[config.mk]
export PLATFORM = sky130hd
export DESIGN_NAME = tkf_apb_regs
export DESIGN_NICKNAME = d
export VERILOG_FILES = /design/src/sv/tkf_pkg.sv /design/src/sv/tkf_apb_regs.sv
export SDC_FILE = /design/constraint.sdc
export NUM_CORES = 1
export LEC_CHECK = 0
export BUFFER_PORTS_ARGS = -buffer_cell sky130_fd_sc_hd__buf_2
export CORE_MARGIN = 2
export CORE_UTILIZATION = 29
export CTS_CLUSTER_DIAMETER = 80
export DETAILED_ROUTE_END_ITERATION = 8
export PLACE_DENSITY = 0.87
export SLEW_MARGIN = 10
export SYNTH_ARGS = -nofsm -noshare
export SYNTH_HDL_FRONTEND = slang
export SYNTH_SLANG_ARGS = --single-unit
[constraint.sdc]
create_clock -name clk -period 1.15 [get_ports clk]
set_input_delay 0.1725 -clock clk [delete_from_list [all_inputs] [get_ports clk]]
set_output_delay 0.1725 -clock clk [all_outputs]
set_load 0.02 [all_outputs]
[src/sv/tkf_pkg.sv]
// shared types, widths and register codes of the top-k frequency recommender
`timescale 1ns / 1ps

package tkf_pkg;

    // fixed field widths
    localparam int VALUE_W = 10;
    localparam int RANK_W  = 4;
    localparam int TOPK_W  = 5;

    // parameter defaults
    localparam int DEF_VALUE_COUNT = 1024;
    localparam int DEF_MAX_K       = 16;
    localparam int DEF_COUNT_BITS  = 16;

    // configuration port
    localparam int APB_AW = 3;
    localparam int APB_DW = 32;

    localparam logic [TOPK_W-1:0] TOPK_RESET = 5'd10;

    // register index, taken from paddr[APB_AW-1:2]
    localparam logic [APB_AW-3:0] REG_TOP_K = 1'b0;

    // input word
    typedef struct packed {
        logic [VALUE_W-1:0] item_value;
    } tkf_item_t;

    // result word
    typedef struct packed {
        logic [VALUE_W-1:0] query_value;
        logic [VALUE_W-1:0] recommended_value;
        logic [RANK_W-1:0]  rank;
        logic               last;
    } tkf_rec_t;

endpackage

[src/sv/tkf_apb_regs.sv]
// apb register block holding top_k
`timescale 1ns / 1ps

module tkf_apb_regs (
    input  logic                        clk,
    input  logic                        rst_n,
    input  logic                        psel,
    input  logic                        penable,
    input  logic                        pwrite,
    input  logic [tkf_pkg::APB_AW-1:0]  paddr,
    input  logic [tkf_pkg::APB_DW-1:0]  pwdata,
    output logic [tkf_pkg::APB_DW-1:0]  prdata,
    output logic                        pready,
    output logic [tkf_pkg::TOPK_W-1:0]  top_k
);

    import tkf_pkg::*;

    logic [TOPK_W-1:0] top_k_reg;
    logic [TOPK_W-1:0] top_k_next;
    logic [APB_AW-3:0] reg_idx;
    logic              wr_en;

    assign reg_idx = paddr[APB_AW-1:2];
    assign wr_en   = psel && penable && pwrite;
    assign pready  = 1'b1;
    assign top_k   = top_k_reg;

    // register write decode
    always_comb
    begin
        top_k_next = top_k_reg;
        if (wr_en && (reg_idx == REG_TOP_K))
        begin
            top_k_next = pwdata[TOPK_W-1:0];
        end
    end

    // read mux
    always_comb
    begin
        case (reg_idx)
            REG_TOP_K: prdata = APB_DW'(top_k_reg);
            default:   prdata = '0;
        endcase
    end

    always_ff @(posedge clk or negedge rst_n)
    begin
        if (!rst_n)
        begin
            top_k_reg <= TOPK_RESET;
        end
        else
        begin
            top_k_reg <= top_k_next;
        end
    end

endmodule

# After elaboration in Yosys (flattened, before gate mapping)
# Cells that the tools add are included.
# W data, S select, Z words.
# op_classes
muxes,1
bitwise_logic,1
reduce_logical,3
# ops
operator,n
$mux W5,1
$logic_and A1 B1 Y1,3
$not A1 Y1,1
# word_totals
register_bits,5
inputBits,40
output_inout_bits,38
elab_cells,6

# Longest topological paths before layout
# depth
ltp_word,3
depth_mapped,2

# Worst setup path before layout
# Ideal clock, no wire load.
# synth_timing
kind,flip-flop to output port
start,"reg top_k_reg[1], in the netlist top_k[1]"
end,out prdata[1] (netlist bit)
arrival_time_ns,0.784
required_time_ns,0.978
setup_slack_ns,0.193
stages_incl_launch_ff,2
n_path_buf,0
path_cell_list,dfstp_2 and2b_2
# synth_via
elab_chain_cells,1
# synth_rtl
item,line,source
"start, declared",tkf_apb_regs.sv:19,logic [TOPK_W-1:0] top_k_reg;
"start signal, assigned",tkf_apb_regs.sv:56,top_k_reg <= top_k_next;
$mux W5,tkf_apb_regs.sv:42,case (reg_idx)
"end, declared",tkf_apb_regs.sv:12,"output logic [tkf_pkg::APB_DW-1:0] prdata,"
# No other way between the ends.

# Final worst setup path
# layout_timing
start,"reg top_k_reg[3], in the netlist top_k[3]"
end,out prdata[3] (netlist bit)
# The elaborated chain is that of the path after synthesis.

==> results.md <==
- Status: complete, but fails checks
- Failing checks: setup timing
- Fin. Hold Viols: 0
- Min-delay worst type: in -> reg
- IO Count: 78
- Largest net degree at the start of global routing: 7
- Routed wire length: 734 um
- Flop-to-flop setup slack: 0.27 ns
- Fill count: 166
- Most frequent cells in the layout: 28 x conb_1, 16 x buf_2, 5 x and2b_2, 5 x mux2_2, 4 x buf_6
- Layout area overhead: 17.87%
- Residual DRC: 0
- Clock tree sinks: 5
- Layout cells sized above 1: 53.52%
- Critical R2R Capture: top_k[4]
- FF+latch area: 127.6 um^2
- Peak supply drop: 0.4270 mV
- CTS tree: yes
- Design Area, Final: 553.0 um^2
- Area taken by multi-input logic gates: 229.0 um^2
- Internal power: 503.5 uW
- Final core occ: 36.71%
- Placer Congestion: 0.6285
- Number of setup violations in the final report: 2
- Post-synthesis register bit count: 5
- Placement-stage cell area: 476.7 um^2
- ANT cells: 0
- Crit. End Element: primary output
- Logic pwr share: 45.1%
- Startpoint Class: register
- Clock share of power: 24.4%
- CTS root buffer: clkbuf_4
- Synth area leader: buf_4
- First-pass DRT Iterations: 1
- Mapped Cells: 46
- Die extent in x: 44.23 um
- Sw frac: 38.63%
- Synth cell types: 7
- Post-synthesis sequential area ratio: 27.20%
- Global-route wire length before repair: 1021 um
- Post-layout minimum cycle time: 1.195 ns
- Period utilisation layout: 104.0%
- Worst-case clock skew: 0 ns
- DR iter-0 viols: 0
- Share of the synthesized area in the top cell type: 44.80%
- Req. time, crit path: 0.98 ns
- GRT Overall Usage: 8.199%
- Syn. warnings: 0
- Crit path capture: prdata[3]
- Reg clk slew, reported paths: 0.04 ns
- Starting Density: 31.15%
- Pwr/cell area: 1483 mW/mm^2
- Nets: 112
- Gr ovfl total: 0
- Syn Std Cell Area: 469.2 um^2
- Die extent in y: 44.23 um
- Slew Viols, Final: 0
- Worst setup path startpoint: top_k[3]
- Vias in the first global route: 250
- Core area: 0.001506 mm^2
- Wire per inst: 8.437 um
- Crit path max fanout: 3
- Max clock buf depth: 2
- Sequential Power Share: 30.5%
- Syn_area_per_cell: 10.20 um^2
- Vias after detailed routing: 296
- H-tree depth: 1
- Die area: 0.001956 mm^2
- Final worst slack: -0.04544 ns
- # rows: 14
- Max frequency: 836.5 MHz
- Reg2Reg Depth: 2
- Via density: 3.402
- Final ANT Viol Nets: 0
- Maxcap violations: 0
- RSZ-0062 raised after global routing: true
- Worst setup path category: reg -> out
- Largest cells by area after synthesis: buf_4 45%, dfrtp_1 16%, mux2_2 12%
- Max reg flops: 5
- Port bufs: 20
- Worst skew pair latency: 0.24 ns
- Critical R2R Launch: top_k[4]
- CTS Buf Count: 3
- Arrival @ worst endpoint: 1.02 ns
- Commonest non-fill, non-tap cell in the layout: conb_1
- Antenna violations before repair: 0
- NetSw: 316.9 uW
- Pleak: 0.0003295 uW
[timing repair]
action / 4_1_cts / 5_1_grt
gates resized for setup: 4 / 4
buffers inserted: 1 / 1
hold endpoints to repair: 5 / 0
setup endpoints to repair: 3 / 5
hold buffers: 1 / 0
[power by group through the flow]
stage	Sequential, uW	Combinational, uW	Clock [uW]
2_1_floorplan	302	246	0
3_3_place_gp	253	311	0
3_5_place_dp	256	317	0
4_1_cts	252	346	215
5_1_grt	255	392	222
6_report	250	370	200
[per-layer routing]
layer	track usage, %	vias up	share of wire [%]	routed length (um)
met5	0	-	0	0
li1	-	136	-	-
met2	15.59	23	64	472
met1	4.774	137	22	161
met4	7.273	0	0	0
met3	5.306	0	14	100
[cells in the mapped netlist, drive strengths merged]
cell type,count
buf,28
and2b,5
mux2,5
dfrtp,3
conb,2
dfstp,2
nand4b,1
[through the flow]
stage / hold slack [ns] / setup slack (ns) / power [uW] / setup TNS (ns) / std cells
after floorplan: -0.1231 / 0.1931 / 548.4 / 0 / 72
after global placement: -0.01262 / 0.1889 / 564.0 / 0 / 80
after global routing: 0.1624 / -0.08765 / 869.0 / -0.1645 / 87
final: 0.1626 / -0.04544 / 820.3 / -0.08893 / 87
after CTS: 0.1533 / -0.06071 / 812.8 / -0.1202 / 86
after detailed placement: -0.01082 / 0.1815 / 573.0 / 0 / 80
[how the worst min path moves through the flow]
| stage | slack, ns | end | depth (start not counted) | start |
|---|---|---|---|---|
| 4_1_cts | 0.15 | top_k[0] | 2 | pwdata[0] |
| 3_3_place_gp | -0.01 | top_k[0] | 1 | rst_n |
| 5_1_grt | 0.16 | top_k[1] | 2 | pwdata[1] |
| 3_5_place_dp | -0.01 | top_k[0] | 1 | rst_n |
| 2_1_floorplan | -0.12 | top_k[0] | 0 | rst_n |
| 6_report | 0.16 | top_k[0] | 2 | pwdata[0] |
[logic make-up (layout without fill, tap and decap cells)]
kind of cell	count (synthesis)	count (layout)	synth area share [%]
AND/OR/NAND/NOR	6	6	14.40
other	2	28	1.601
multiplexers	5	5	12.00
flip-flops	5	5	27.20
buffers and inverters	28	27	44.80
[critical path, stage by stage, from the launching register on]
cell and delay, ns:
dfstp_2 0.53, and2b_2 0.15, buf_6 0.11
[cell type report]
type	instances	area share, %
Clock buffer	4	4.751
Sequential cell	5	23.08
Tap cell	16	3.620
Timing Repair Buffer	23	27.15
Multi-Input combinational cell	39	41.40
(Power assumes the default switching activity.)
