==> src/sv/tkf_pkg.sv <==
// shared types, widths and register codes of the top-k frequency recommender
`timescale 1ns / 1ps

package tkf_pkg;

    // fixed field widths
    localparam int VALUE_W = 10;
    localparam int RANK_W  = 4;
    localparam int TOPK_W  = 5;

    // parameter defaults
    localparam int DEF_VALUE_COUNT = 1024;
    localparam int DEF_MAX_K       = 16;
    localparam int DEF_COUNT_BITS  = 16;

    // configuration port
    localparam int APB_AW = 3;
    localparam int APB_DW = 32;

    localparam logic [TOPK_W-1:0] TOPK_RESET = 5'd10;

    // register index, taken from paddr[APB_AW-1:2]
    localparam logic [APB_AW-3:0] REG_TOP_K = 1'b0;

    // input word
    typedef struct packed {
        logic [VALUE_W-1:0] item_value;
    } tkf_item_t;

    // result word
    typedef struct packed {
        logic [VALUE_W-1:0] query_value;
        logic [VALUE_W-1:0] recommended_value;
        logic [RANK_W-1:0]  rank;
        logic               last;
    } tkf_rec_t;

endpackage

==> src/sv/tkf_ifs.sv <==
// valid/ready stream interfaces for the input and result channels
`timescale 1ns / 1ps

interface tkf_item_if;
    logic               valid;
    logic               ready;
    tkf_pkg::tkf_item_t data;

    modport source (output valid, output data, input ready);
    modport sink   (input valid, input data, output ready);
endinterface

interface tkf_rec_if;
    logic              valid;
    logic              ready;
    tkf_pkg::tkf_rec_t data;

    modport source (output valid, output data, input ready);
    modport sink   (input valid, input data, output ready);
endinterface

==> src/sv/tkf_seq.sv <==
// sequencer: count table upkeep, top list storage, shared ranking compare
`timescale 1ns / 1ps

module tkf_seq #(
    parameter int VALUE_COUNT = tkf_pkg::DEF_VALUE_COUNT,
    parameter int MAX_K       = tkf_pkg::DEF_MAX_K,
    parameter int COUNT_BITS  = tkf_pkg::DEF_COUNT_BITS
) (
    input  logic                           clk,
    input  logic                           rst_n,
    input  logic [tkf_pkg::TOPK_W-1:0]     top_k,
    tkf_item_if.sink                       item_in,
    tkf_rec_if.source                      rec_out,
    output logic                           ram_we,
    output logic [$clog2(VALUE_COUNT)-1:0] ram_waddr,
    output logic [COUNT_BITS-1:0]          ram_wdata,
    output logic                           ram_re,
    output logic [$clog2(VALUE_COUNT)-1:0] ram_raddr,
    input  logic [COUNT_BITS-1:0]          ram_rdata
);

    import tkf_pkg::*;

    localparam int AW    = $clog2(VALUE_COUNT);
    localparam int LW    = $clog2(MAX_K + 1);
    localparam int IW    = (MAX_K > 1) ? $clog2(MAX_K) : 1;
    localparam int EXT_W = ($clog2(VALUE_COUNT + 1) > VALUE_W) ?
                           $clog2(VALUE_COUNT + 1) : VALUE_W;

    typedef enum logic [2:0] {
        S_CLEAR,
        S_IDLE,
        S_EMIT,
        S_UPDATE,
        S_SEARCH,
        S_CHECK,
        S_BUBBLE
    } state_t;

    state_t                 state_reg, state_next;
    logic [AW-1:0]          clr_addr_reg, clr_addr_next;
    logic [VALUE_W-1:0]     val_reg, val_next;
    logic [COUNT_BITS-1:0]  cnt_reg, cnt_next;
    logic [LW-1:0]          n_reg, n_next;
    logic [LW-1:0]          idx_reg, idx_next;
    logic [LW-1:0]          len_reg, len_next;
    logic [VALUE_W-1:0]     list_val_reg [MAX_K];
    logic [VALUE_W-1:0]     list_val_next [MAX_K];
    logic [COUNT_BITS-1:0]  list_cnt_reg [MAX_K];
    logic [COUNT_BITS-1:0]  list_cnt_next [MAX_K];
    logic                   out_valid_reg, out_valid_next;
    tkf_rec_t               out_data_reg, out_data_next;

    logic [IW-1:0]          rd_idx;
    logic [VALUE_W-1:0]     rd_val;
    logic [COUNT_BITS-1:0]  rd_cnt;
    logic                   mv_before;
    logic [LW-1:0]          k_eff;
    logic                   in_range;

    assign item_in.ready = (state_reg == S_IDLE);
    assign rec_out.valid = out_valid_reg;
    assign rec_out.data  = out_data_reg;

    // effective report length
    always_comb
    begin
        if (top_k == '0)
        begin
            k_eff = LW'(1);
        end
        else if (int'(top_k) > MAX_K)
        begin
            k_eff = LW'(MAX_K);
        end
        else
        begin
            k_eff = LW'(top_k);
        end
    end

    assign in_range = EXT_W'(val_reg) < EXT_W'(VALUE_COUNT);

    // list read port address
    always_comb
    begin
        case (state_reg)
            S_EMIT:   rd_idx = idx_reg[IW-1:0];
            S_SEARCH: rd_idx = idx_reg[IW-1:0];
            S_CHECK:  rd_idx = IW'(MAX_K - 1);
            S_BUBBLE: rd_idx = IW'(idx_reg - LW'(1));
            default:  rd_idx = '0;
        endcase
    end

    assign rd_val = list_val_reg[rd_idx];
    assign rd_cnt = list_cnt_reg[rd_idx];

    // shared ranking compare: moving entry ahead of the entry read
    assign mv_before = (cnt_reg != rd_cnt) ? (cnt_reg > rd_cnt) : (val_reg < rd_val);

    // sequencer
    always_comb
    begin
        state_next     = state_reg;
        clr_addr_next  = clr_addr_reg;
        val_next       = val_reg;
        cnt_next       = cnt_reg;
        n_next         = n_reg;
        idx_next       = idx_reg;
        len_next       = len_reg;
        list_val_next  = list_val_reg;
        list_cnt_next  = list_cnt_reg;
        out_valid_next = out_valid_reg && !rec_out.ready;
        out_data_next  = out_data_reg;
        ram_we         = 1'b0;
        ram_waddr      = AW'(val_reg);
        ram_wdata      = cnt_reg;
        ram_re         = 1'b0;
        ram_raddr      = AW'(item_in.data.item_value);

        case (state_reg)
            // zero the count table after reset
            S_CLEAR:
            begin
                ram_we    = 1'b1;
                ram_waddr = clr_addr_reg;
                ram_wdata = '0;
                if (clr_addr_reg == AW'(VALUE_COUNT - 1))
                begin
                    state_next = S_IDLE;
                end
                else
                begin
                    clr_addr_next = clr_addr_reg + AW'(1);
                end
            end

            // take a word and fetch its count
            S_IDLE:
            begin
                if (item_in.valid)
                begin
                    val_next = item_in.data.item_value;
                    ram_re   = 1'b1;
                    idx_next = '0;
                    n_next   = (len_reg < k_eff) ? len_reg : k_eff;
                    if (((len_reg < k_eff) ? len_reg : k_eff) == '0)
                    begin
                        state_next = S_UPDATE;
                    end
                    else
                    begin
                        state_next = S_EMIT;
                    end
                end
            end

            // one result word per rank
            S_EMIT:
            begin
                if (!out_valid_reg || rec_out.ready)
                begin
                    out_valid_next                  = 1'b1;
                    out_data_next.query_value       = val_reg;
                    out_data_next.recommended_value = rd_val;
                    out_data_next.rank              = RANK_W'(idx_reg);
                    out_data_next.last              = (idx_reg == n_reg - LW'(1));
                    if (idx_reg == n_reg - LW'(1))
                    begin
                        idx_next   = '0;
                        state_next = S_UPDATE;
                    end
                    else
                    begin
                        idx_next = idx_reg + LW'(1);
                    end
                end
            end

            // bump the count unless out of range or saturated
            S_UPDATE:
            begin
                idx_next = '0;
                if (!in_range || (ram_rdata == '1))
                begin
                    state_next = S_IDLE;
                end
                else
                begin
                    cnt_next   = ram_rdata + COUNT_BITS'(1);
                    ram_we     = 1'b1;
                    ram_wdata  = ram_rdata + COUNT_BITS'(1);
                    state_next = S_SEARCH;
                end
            end

            // look for the value in the list, one entry a cycle
            S_SEARCH:
            begin
                if (idx_reg == len_reg)
                begin
                    if (int'(len_reg) < MAX_K)
                    begin
                        len_next   = len_reg + LW'(1);
                        state_next = S_BUBBLE;
                    end
                    else
                    begin
                        state_next = S_CHECK;
                    end
                end
                else if (rd_val == val_reg)
                begin
                    state_next = S_BUBBLE;
                end
                else
                begin
                    idx_next = idx_reg + LW'(1);
                end
            end

            // full list: replace the tail entry only if the new one ranks ahead
            S_CHECK:
            begin
                if (mv_before)
                begin
                    idx_next   = LW'(MAX_K - 1);
                    state_next = S_BUBBLE;
                end
                else
                begin
                    state_next = S_IDLE;
                end
            end

            // move the entry toward the front, one swap a cycle
            S_BUBBLE:
            begin
                if ((idx_reg != '0) && mv_before)
                begin
                    list_val_next[idx_reg[IW-1:0]] = rd_val;
                    list_cnt_next[idx_reg[IW-1:0]] = rd_cnt;
                    idx_next                       = idx_reg - LW'(1);
                end
                else
                begin
                    list_val_next[idx_reg[IW-1:0]] = val_reg;
                    list_cnt_next[idx_reg[IW-1:0]] = cnt_reg;
                    state_next                     = S_IDLE;
                end
            end

            default:
            begin
                state_next = S_IDLE;
            end
        endcase
    end

    always_ff @(posedge clk or negedge rst_n)
    begin
        if (!rst_n)
        begin
            state_reg     <= S_CLEAR;
            clr_addr_reg  <= '0;
            len_reg       <= '0;
            out_valid_reg <= 1'b0;
            val_reg       <= '0;
            cnt_reg       <= '0;
            n_reg         <= '0;
            idx_reg       <= '0;
            out_data_reg  <= '0;
            for (int i = 0; i < MAX_K; i++)
            begin
                list_val_reg[i] <= '0;
                list_cnt_reg[i] <= '0;
            end
        end
        else
        begin
            state_reg     <= state_next;
            clr_addr_reg  <= clr_addr_next;
            len_reg       <= len_next;
            out_valid_reg <= out_valid_next;
            val_reg       <= val_next;
            cnt_reg       <= cnt_next;
            n_reg         <= n_next;
            idx_reg       <= idx_next;
            out_data_reg  <= out_data_next;
            list_val_reg  <= list_val_next;
            list_cnt_reg  <= list_cnt_next;
        end
    end

    // list never outgrows its storage
    assert property (@(posedge clk) disable iff (!rst_n)
        int'(len_reg) <= MAX_K)
        else $error("top list length beyond capacity");

    // list grows by at most one entry at a time
    assert property (@(posedge clk) disable iff (!rst_n)
        len_reg != $past(len_reg) |-> len_reg == $past(len_reg) + LW'(1))
        else $error("top list length jumped");

    // no result and no accepted word while the count table is being cleared
    assert property (@(posedge clk) disable iff (!rst_n)
        state_reg == S_CLEAR |-> !out_valid_reg && !item_in.ready)
        else $error("activity during count table clear");

    // each bubble step moves exactly one place toward the front
    assert property (@(posedge clk) disable iff (!rst_n)
        state_reg == S_BUBBLE ##1 state_reg == S_BUBBLE
        |-> idx_reg == $past(idx_reg) - LW'(1))
        else $error("bubble position did not step");

    // an accepted word always starts a run
    assert property (@(posedge clk) disable iff (!rst_n)
        item_in.valid && item_in.ready |=> state_reg != S_IDLE)
        else $error("accepted word dropped");

endmodule

==> src/flat_wrapper.sv <==
// flat-port wrapper written by rule: the top's interface ports become plain ports
module tkf_seq_flat import tkf_pkg::*;
#(
    parameter int VALUE_COUNT = tkf_pkg::DEF_VALUE_COUNT,
    parameter int MAX_K       = tkf_pkg::DEF_MAX_K,
    parameter int COUNT_BITS  = tkf_pkg::DEF_COUNT_BITS
)
  (clk, rst_n, top_k, ram_we, ram_waddr, ram_wdata, ram_re, ram_raddr, ram_rdata, item_in_valid, item_in_data, item_in_ready, rec_out_valid, rec_out_data, rec_out_ready);
  tkf_item_if item_in_i ();
  tkf_rec_if rec_out_i ();
  input  logic clk;
  input  logic rst_n;
  input  logic [tkf_pkg::TOPK_W-1:0] top_k;
  output logic ram_we;
  output logic [$clog2(VALUE_COUNT)-1:0] ram_waddr;
  output logic [COUNT_BITS-1:0] ram_wdata;
  output logic ram_re;
  output logic [$clog2(VALUE_COUNT)-1:0] ram_raddr;
  input  logic [COUNT_BITS-1:0] ram_rdata;
  input wire logic [$bits(item_in_i.valid)-1:0] item_in_valid;
  input wire logic [$bits(item_in_i.data)-1:0] item_in_data;
  output wire logic [$bits(item_in_i.ready)-1:0] item_in_ready;
  output wire logic [$bits(rec_out_i.valid)-1:0] rec_out_valid;
  output wire logic [$bits(rec_out_i.data)-1:0] rec_out_data;
  input wire logic [$bits(rec_out_i.ready)-1:0] rec_out_ready;
  assign item_in_i.valid = item_in_valid;
  assign item_in_i.data = item_in_data;
  assign item_in_ready = item_in_i.ready;
  assign rec_out_valid = rec_out_i.valid;
  assign rec_out_data = rec_out_i.data;
  assign rec_out_i.ready = rec_out_ready;
  tkf_seq #(.VALUE_COUNT(VALUE_COUNT), .MAX_K(MAX_K), .COUNT_BITS(COUNT_BITS)) u_core (.clk(clk), .rst_n(rst_n), .top_k(top_k), .item_in(item_in_i), .rec_out(rec_out_i), .ram_we(ram_we), .ram_waddr(ram_waddr), .ram_wdata(ram_wdata), .ram_re(ram_re), .ram_raddr(ram_raddr), .ram_rdata(ram_rdata));
endmodule
==> config.mk <==
export PLATFORM = sky130hd
export DESIGN_NAME = tkf_seq_flat
export DESIGN_NICKNAME = d
export VERILOG_FILES = /design/src/sv/tkf_pkg.sv /design/src/sv/tkf_ifs.sv /design/src/sv/tkf_seq.sv /design/src/flat_wrapper.sv
export SDC_FILE = /design/constraint.sdc
export NUM_CORES = 1
export LEC_CHECK = 0
export ABC_AREA = 1
export BUFFER_PORTS_ARGS = -buffer_cell sky130_fd_sc_hd__buf_4
export CAP_MARGIN = 10
export CORE_MARGIN = 2
export CORE_UTILIZATION = 50
export DETAILED_ROUTE_END_ITERATION = 8
export GPL_ROUTABILITY_DRIVEN = 0
export PLACE_DENSITY = 0.67
export SLEW_MARGIN = 20
export SYNTH_ARGS = -nofsm -noshare
export SYNTH_HDL_FRONTEND = slang
export SYNTH_SLANG_ARGS = --single-unit
==> constraint.sdc <==
create_clock -name clk -period 9.31 [get_ports clk]
set_clock_uncertainty 0.05 [all_clocks]
set_input_delay 0 -clock clk [delete_from_list [all_inputs] [get_ports clk]]
set_output_delay 0 -clock clk [all_outputs]
set_load 0.005 [all_outputs]
Word-level counts from Yosys, hierarchy flattened

Cells that the tools add are included.

$add $sub $neg: 6
$lt $le $gt $ge: 8
Eq/ne operators: 22
Muxes and demuxes: 50
Bitwise logic cells: 3
Reductions and logical operators: 18

Operator list:

| kind                  | number |
|---|---|
| $bwmux 256            | 2 |
| $bwmux 160            | 2 |
| $mux 256              | 1 |
| $mux 160              | 1 |
| $bmux 16 s4           | 1 |
| $demux 16 s4          | 1 |
| $mux 16               | 4 |
| $mux 5                | 10 |
| $bmux 10 s4           | 1 |
| $demux 10 s4          | 1 |
| $mux 10               | 4 |
| $pmux 16 s2           | 1 |
| $pmux 5 s6            | 1 |
| $mux 3                | 9 |
| $pmux 3 s7            | 1 |
| $add 16x1->16 const B | 1 |
| $eq 16x16->1 const B  | 1 |
| $gt 16x16->1          | 1 |
| $ne 16x16->1          | 1 |
| $pmux 4 s3            | 1 |
| $add 10x1->10 const B | 1 |
| $add 5x1->5 const B   | 2 |
| $eq 10x10->1          | 1 |
| $eq 10x10->1 const B  | 1 |
| 31 further kinds      | 57 |

Flip-flop bits (word level): 496
Input port bits: 35
Output and inout port bits: 65
Word-level logic and storage cells: 151

Longest topological paths before layout

Depth in word-level cells: 12
Mapped depth: 31
Depth with buffers taken out: 27

Least setup slack after synthesis

Ideal clock, no wire load.

Path kind: reg-to-reg
From: register u_core.idx_reg[0]
To: register u_core.list_cnt_reg[19] in the netlist's numbering
Library setup time: 117 ps
Arrival: 3,814 ps
Data required time: 9,143 ps
Path slack: 5,330 ps
Cell stages (with the launch flop): 26
Path buffers: 4
Period minus slack after synthesis: 3,980 ps
Cell sequence: dfrtp_1 inv_2 ha_1 nor2_1 nor2_1 o21ai_1 buf_2 buf_2 nand2_1 nand3_1 nand3_1 nand2_1 inv_1 ha_1 nand2_1 nor2_1 and2_1 nand3_1 nand3_1 nand3_2 inv_2 buf_2 nand3_2 buf_4 nand2_1 nand2_1

Longest elaborated chain between the ends: 10
Elaborated cells between the ends (all ways): 24
Those cells by class: add/sub: 1; order compare: 4; eq/ne: 1; mux: 13; bitwise: 2; reduce/logical: 3

RTL lines:

| what                                                                   | RTL line                     | source |
|---|---|---|
| start: declaration                                                     | tkf_seq.sv:45                | `logic [LW-1:0] idx_reg, idx_next;` |
| start signal: assignment                                               | tkf_seq.sv:289               | `idx_reg <= idx_next;` |
| $sub 5x1->5                                                            | tkf_seq.sv:91                | `S_BUBBLE: rd_idx = IW'(idx_reg - LW'(1));` |
| $pmux 4 s3                                                             | tkf_seq.sv:87                | `case (state_reg)` |
| $not 4->5 (not written as such)                                        | tkf_seq.sv:96, tkf_seq.sv:97 |  |
| $bmux 16 s4 or $bmux 10 s4 (tied branches)                             | tkf_seq.sv:97, tkf_seq.sv:96 |  |
| $mux 16 (not written as such) or $mux 10 (tied branches) (2 in series) | tkf_seq.sv:97, tkf_seq.sv:96 |  |
| $gt 16x16->1 (tied with other cells)                                   | tkf_seq.sv:100               | `assign mv_before = (cnt_reg != rd_cnt) ? (cnt_reg > rd_cnt) : (val_reg < rd_val);` |
| $mux 1                                                                 | tkf_seq.sv:100               |  |
| $logic_and 1x1->1                                                      | tkf_seq.sv:240               | `if ((idx_reg != '0) && mv_before)` |
| $mux 256 (*)                                                           | tkf_seq.sv:240               |  |
| end signal: assignment                                                 | tkf_seq.sv:292               | `list_cnt_reg <= list_cnt_next;` |
| end: declaration                                                       | tkf_seq.sv:49                | `logic [COUNT_BITS-1:0] list_cnt_reg [MAX_K];` |

Every way passes the cells marked *; elsewhere a longest branch is shown, timed or not. The select of a mux whose other input is x is not followed.
A chain may end at the register's enable or synchronous reset.

Worst setup path after layout

From: register u_core.state_reg[1]
To: register u_core.list_cnt_reg[101] in the netlist's numbering

Longest elaborated chain between the ends: 11
Elaborated cells between the ends (all ways): 20
Those cells by class: order compare: 2; eq/ne: 5; mux: 10; bitwise: 1; reduce/logical: 2

RTL lines:

| what                                                                   | RTL line                     | source |
|---|---|---|
| start: declaration                                                     | tkf_seq.sv:40                | `state_t state_reg, state_next;` |
| start signal: assignment                                               | tkf_seq.sv:282               | `state_reg <= state_next;` |
| $eq 3x2->1 or $eq 3x3->1 (tied branches)                               | tkf_seq.sv:87                |  |
| $reduce_or 2->1 (no line)                                              | n/a                          |  |
| $pmux 4 s3                                                             | tkf_seq.sv:87                |  |
| $not 4->5 (not written as such)                                        | tkf_seq.sv:96, tkf_seq.sv:97 |  |
| $bmux 16 s4 or $bmux 10 s4 (tied branches)                             | tkf_seq.sv:97, tkf_seq.sv:96 |  |
| $mux 16 (not written as such) or $mux 10 (tied branches) (2 in series) | tkf_seq.sv:97, tkf_seq.sv:96 |  |
| $gt 16x16->1 (tied with other cells)                                   | tkf_seq.sv:100               |  |
| $mux 1                                                                 | tkf_seq.sv:100               |  |
| $logic_and 1x1->1                                                      | tkf_seq.sv:240               |  |
| $mux 256                                                               | tkf_seq.sv:240               |  |

Several ways; a longest one is shown, not always the timed one. The select of a mux whose other input is x is not followed.

==> flow_metrics.py <==
metrics = {
    "synth": {
        "syn_inst": 4147,
        "ys_seq_area_share_pct": 43.76,
        "syn_nets": 4221,
        "avgSynthCellArea_um2": 6.839,
        "synth_ff_type": "dfrtp_1",
        "synth_top_area_share_pct": 43.76,
        "yosysUniqueCellTypes": 41,
        "synth_edf_count": 0,
        "yosys_warnings": 0,
        "yosysTopAreaCell": "dfrtp_1",
        "syn_area_mm2": 0.02836,
        "yosys_register_bits": 496,
        "yosys-top-cells-area": "dfrtp_1 44%, nand2_1 24%, nand3_1 8.2%, nor2_1 6.2%, inv_1 3.4%",
        "async_flop_share_pct": 100.0,
    },
    "setup_path": {
        "reg2regPathDepth": 22,
        "critPathSlowestCell": "nand2_8",
        "worst-setup-path-type": "register to register",
        "cp-start-kind": "register",
        "worstPathRequired_ps": 9750,
        "timing.rr.start": "u_core.state_reg[1]",
        "cp-end-kind": "register",
        "regToRegSetupSlack_ps": 2590,
        "worstPathCellList": "o21ai_1, nand3_4, nand2_8, buf_4, nand2_1, nand2_1, nand2_1, nand3_1, nand3_1, nand2_1, inv_1, ha_1, nand2_1, nor2_1, and2_1, nand3_1, nand3_1, nand3_2, inv_2, nand3_2, nand2_1, nand2_1",
        "cpPeakStageDelay_ps": 980,
        "crit_path_max_fanout": 118,
        "crit_top_cell": "nand2_1",
        "crit_arrival_ps": 7160,
        "r2r_end": "u_core.list_cnt_reg[101]",
    },
    "clock_network": {
        "clk_latency_ps": 610,
        "ctsHoldBuffers": 66,
        "cts_made_buffers": 55,
        "cts_tree": "built",
        "cts_root_buffer": "clkbuf_16",
        "cts_setup_buffers": 0,
        "cts_resized": 0,
        "clockBufferDepth": 3,
        "clk_pin_slew_ps": 60,
        "cts-htree-levels": 2,
        "cts_sinks": 496,
    },
    "sta": {
        "finalHoldViolCount": 0,
        "final.setup.tns_ps": 0,
        "setup_viol": 0,
        "slew_viol_final": 0,
        "max_freq_mhz": 148.9,
        "slew_headroom_pct": 21.89,
        "finalCritPeriodShare_pct": 72.14,
        "rsz0062_at_grt": "no",
        "tightest_slew_ps": 1170,
        "whs_ps": 35.10,
        "period_needed_ps": 6716,
    },
    "placed_design": {
        "dp.cells": 4770,
        "dp_hpwl_mm": 48.30,
        "port_buffers": 99,
    },
    "final_layout": {
        "largest_reg_flops": 256,
        "drive_gt1_share_pct": 6.568,
        "final_common_cell": "nand2_1",
        "final_nets": 4211,
        "utilization_pct": 55.90,
        "syn_to_final_growth_pct": 10.92,
        "layout_common_cells": "1843 x nand2_1, 496 x dfrtp_1, 467 x nor2_1, 455 x nand3_1, 258 x inv_1",
        "fin_cells": 4930,
    },
    "route": {
        "viasPerCell": 5.359,
        "via_count": 26420,
        "drtIter0Drc": 2931,
        "first_pass_iters": 8,
        "wl_mm": 87.51,
        "drtAntennaViolNets": 0,
        "drt-wirelength-per-cell_um": 17.75,
        "drc": 0,
    },
    "global_route": {
        "grt_max_degree": 193,
        "gr-total-overflow": 0,
        "grt_pass1_vias": 24470,
        "antenna_found_initial": 2,
        "grt_pass1_wl_mm": 138.3,
        "grt_use_total_pct": 29.71,
    },
    "floorplanning": {
        "ios": 100,
        "placementRows": 87,
        "initial_core_util_pct": 50.39,
        "die_y_um": 242.2,
        "dieWidth_um": 242.2,
        "core_area_mm2": 0.05628,
        "dieArea_mm2": 0.05864,
    },
    "power": {
        "p_sw_share_pct": 22.97,
        "ir_worst_vdd_uv": 125.8,
        "seq_power_share_pct": 48.7,
        "comb_power_share_pct": 4.2,
        "p_clk_share_pct": 47.1,
        "p_leak_nw": 16.75,
        "powerDensity_mw_per_mm2": 142.2,
        "intPower_mw": 3.445,
        "p_sw_mw": 1.027,
    },
    "worst_hold_path": {
        "hold_class": "primary input to async pin",
    },
    "run_status": {
        "status": "complete, no violations",
    },
    "run": {
        "maxCapViolations": 0,
    },
}
worst max-delay path by stage:
stage | startpoint | to | slack, ps
CTS | u_core.state_reg[1] | u_core.list_cnt_reg[101] | 2700
floorplan | u_core.idx_reg[0] | u_core.list_cnt_reg[19] | 5330
global route | u_core.state_reg[1] | u_core.list_val_reg[117] | 2150
finish | u_core.state_reg[1] | u_core.list_cnt_reg[101] | 2590
detailed placement | u_core.state_reg[1] | u_core.list_cnt_reg[23] | 2730
global placement | u_core.state_reg[1] | u_core.list_val_reg[83] | 2830
routing by layer:
metal | wire, um | share of wire (%) | up-vias | global-route usage, %
met1 | 37820 | 43 | 12570 | 40.98
met2 | 40340 | 46 | 935 | 48.30
met3 | 6964 | 8.0 | 145 | 4.819
met4 | 2388 | 2.7 | 0 | 8.896
met5 | 0 | 0 | - | 0
li1 | - | - | 12770 | -
power by group through the flow:
stage / combinational [mW] / sequential [mW] / clock [mW]
6_report: 0.187 / 2.18 / 2.11
5_1_grt: 0.210 / 2.18 / 2.22
4_1_cts: 0.188 / 2.18 / 2.13
3_5_place_dp: 0.169 / 2.22 / 0
3_3_place_gp: 0.168 / 2.22 / 0
2_1_floorplan: 0.0718 / 2.21 / 0
critical path, delay by kind of cell, from the launching register on:
family / cells / cell delay, ps
AO/OA/AOI/OAI: 1 / 280
adder cells (fa/ha/maj): 1 / 300
AND/OR/NAND/NOR: 17 / 3870
buffers and inverters: 3 / 1540
flip-flops: 1 / 460
cell type report:
| cell class | instances | area, um2 |
|---|---|---|
| diodes | 2 | 5.005 |
| clock inverters | 4 | 45.04 |
| repair buffers | 202 | 1743 |
| fillers | 5420 | 24820 |
| multi-input cells | 3113 | 13650 |
| well taps | 756 | 945.9 |
| inverters | 269 | 1010 |
| flip-flops and latches | 496 | 12410 |
| clock buffers | 88 | 1643 |
through the flow:
| stage | total power, mW | setup WS [ps] | instance area (um2) |
|---|---|---|---|
| finish | 4.472 | 2594 | 31460 |
| CTS | 4.498 | 2701 | 31450 |
| global route | 4.608 | 2154 | 31450 |
| detailed placement | 2.385 | 2731 | 29100 |
| floorplan | 2.286 | 5330 | 28360 |
| global placement | 2.385 | 2831 | 29090 |
Yosys cell counts, types with 9 or more instances:
cell type and instances:
nand2_1 1845, dfrtp_1 496, nor2_1 468, nand3_1 463, inv_1 259, clkbuf_1 134
nand3b_1 90, buf_2 79, o21ai_0 79, ha_1 39, buf_4 30, nand3_2 27
xor2_1 25, a21oi_1 22, buf_6 21, inv_2 9, nand4_1 9
kinds of logic (layout without fill, tap and decap cells):
| family | Yosys count | count (layout) | share of synthesized area, % |
|---|---|---|---|
| buf+inv | 538 | 563 | 8.422 |
| flops | 496 | 496 | 43.76 |
| simple gates | 2924 | 2924 | 42.86 |
| other cells | 0 | 2 | 0 |
| mux | 1 | 1 | 0.03970 |
| fa+ha+maj | 39 | 39 | 1.721 |
| compound gates | 116 | 116 | 2.175 |
| xor+xnor | 33 | 33 | 1.019 |
Power figures use the tool's default switching activity.
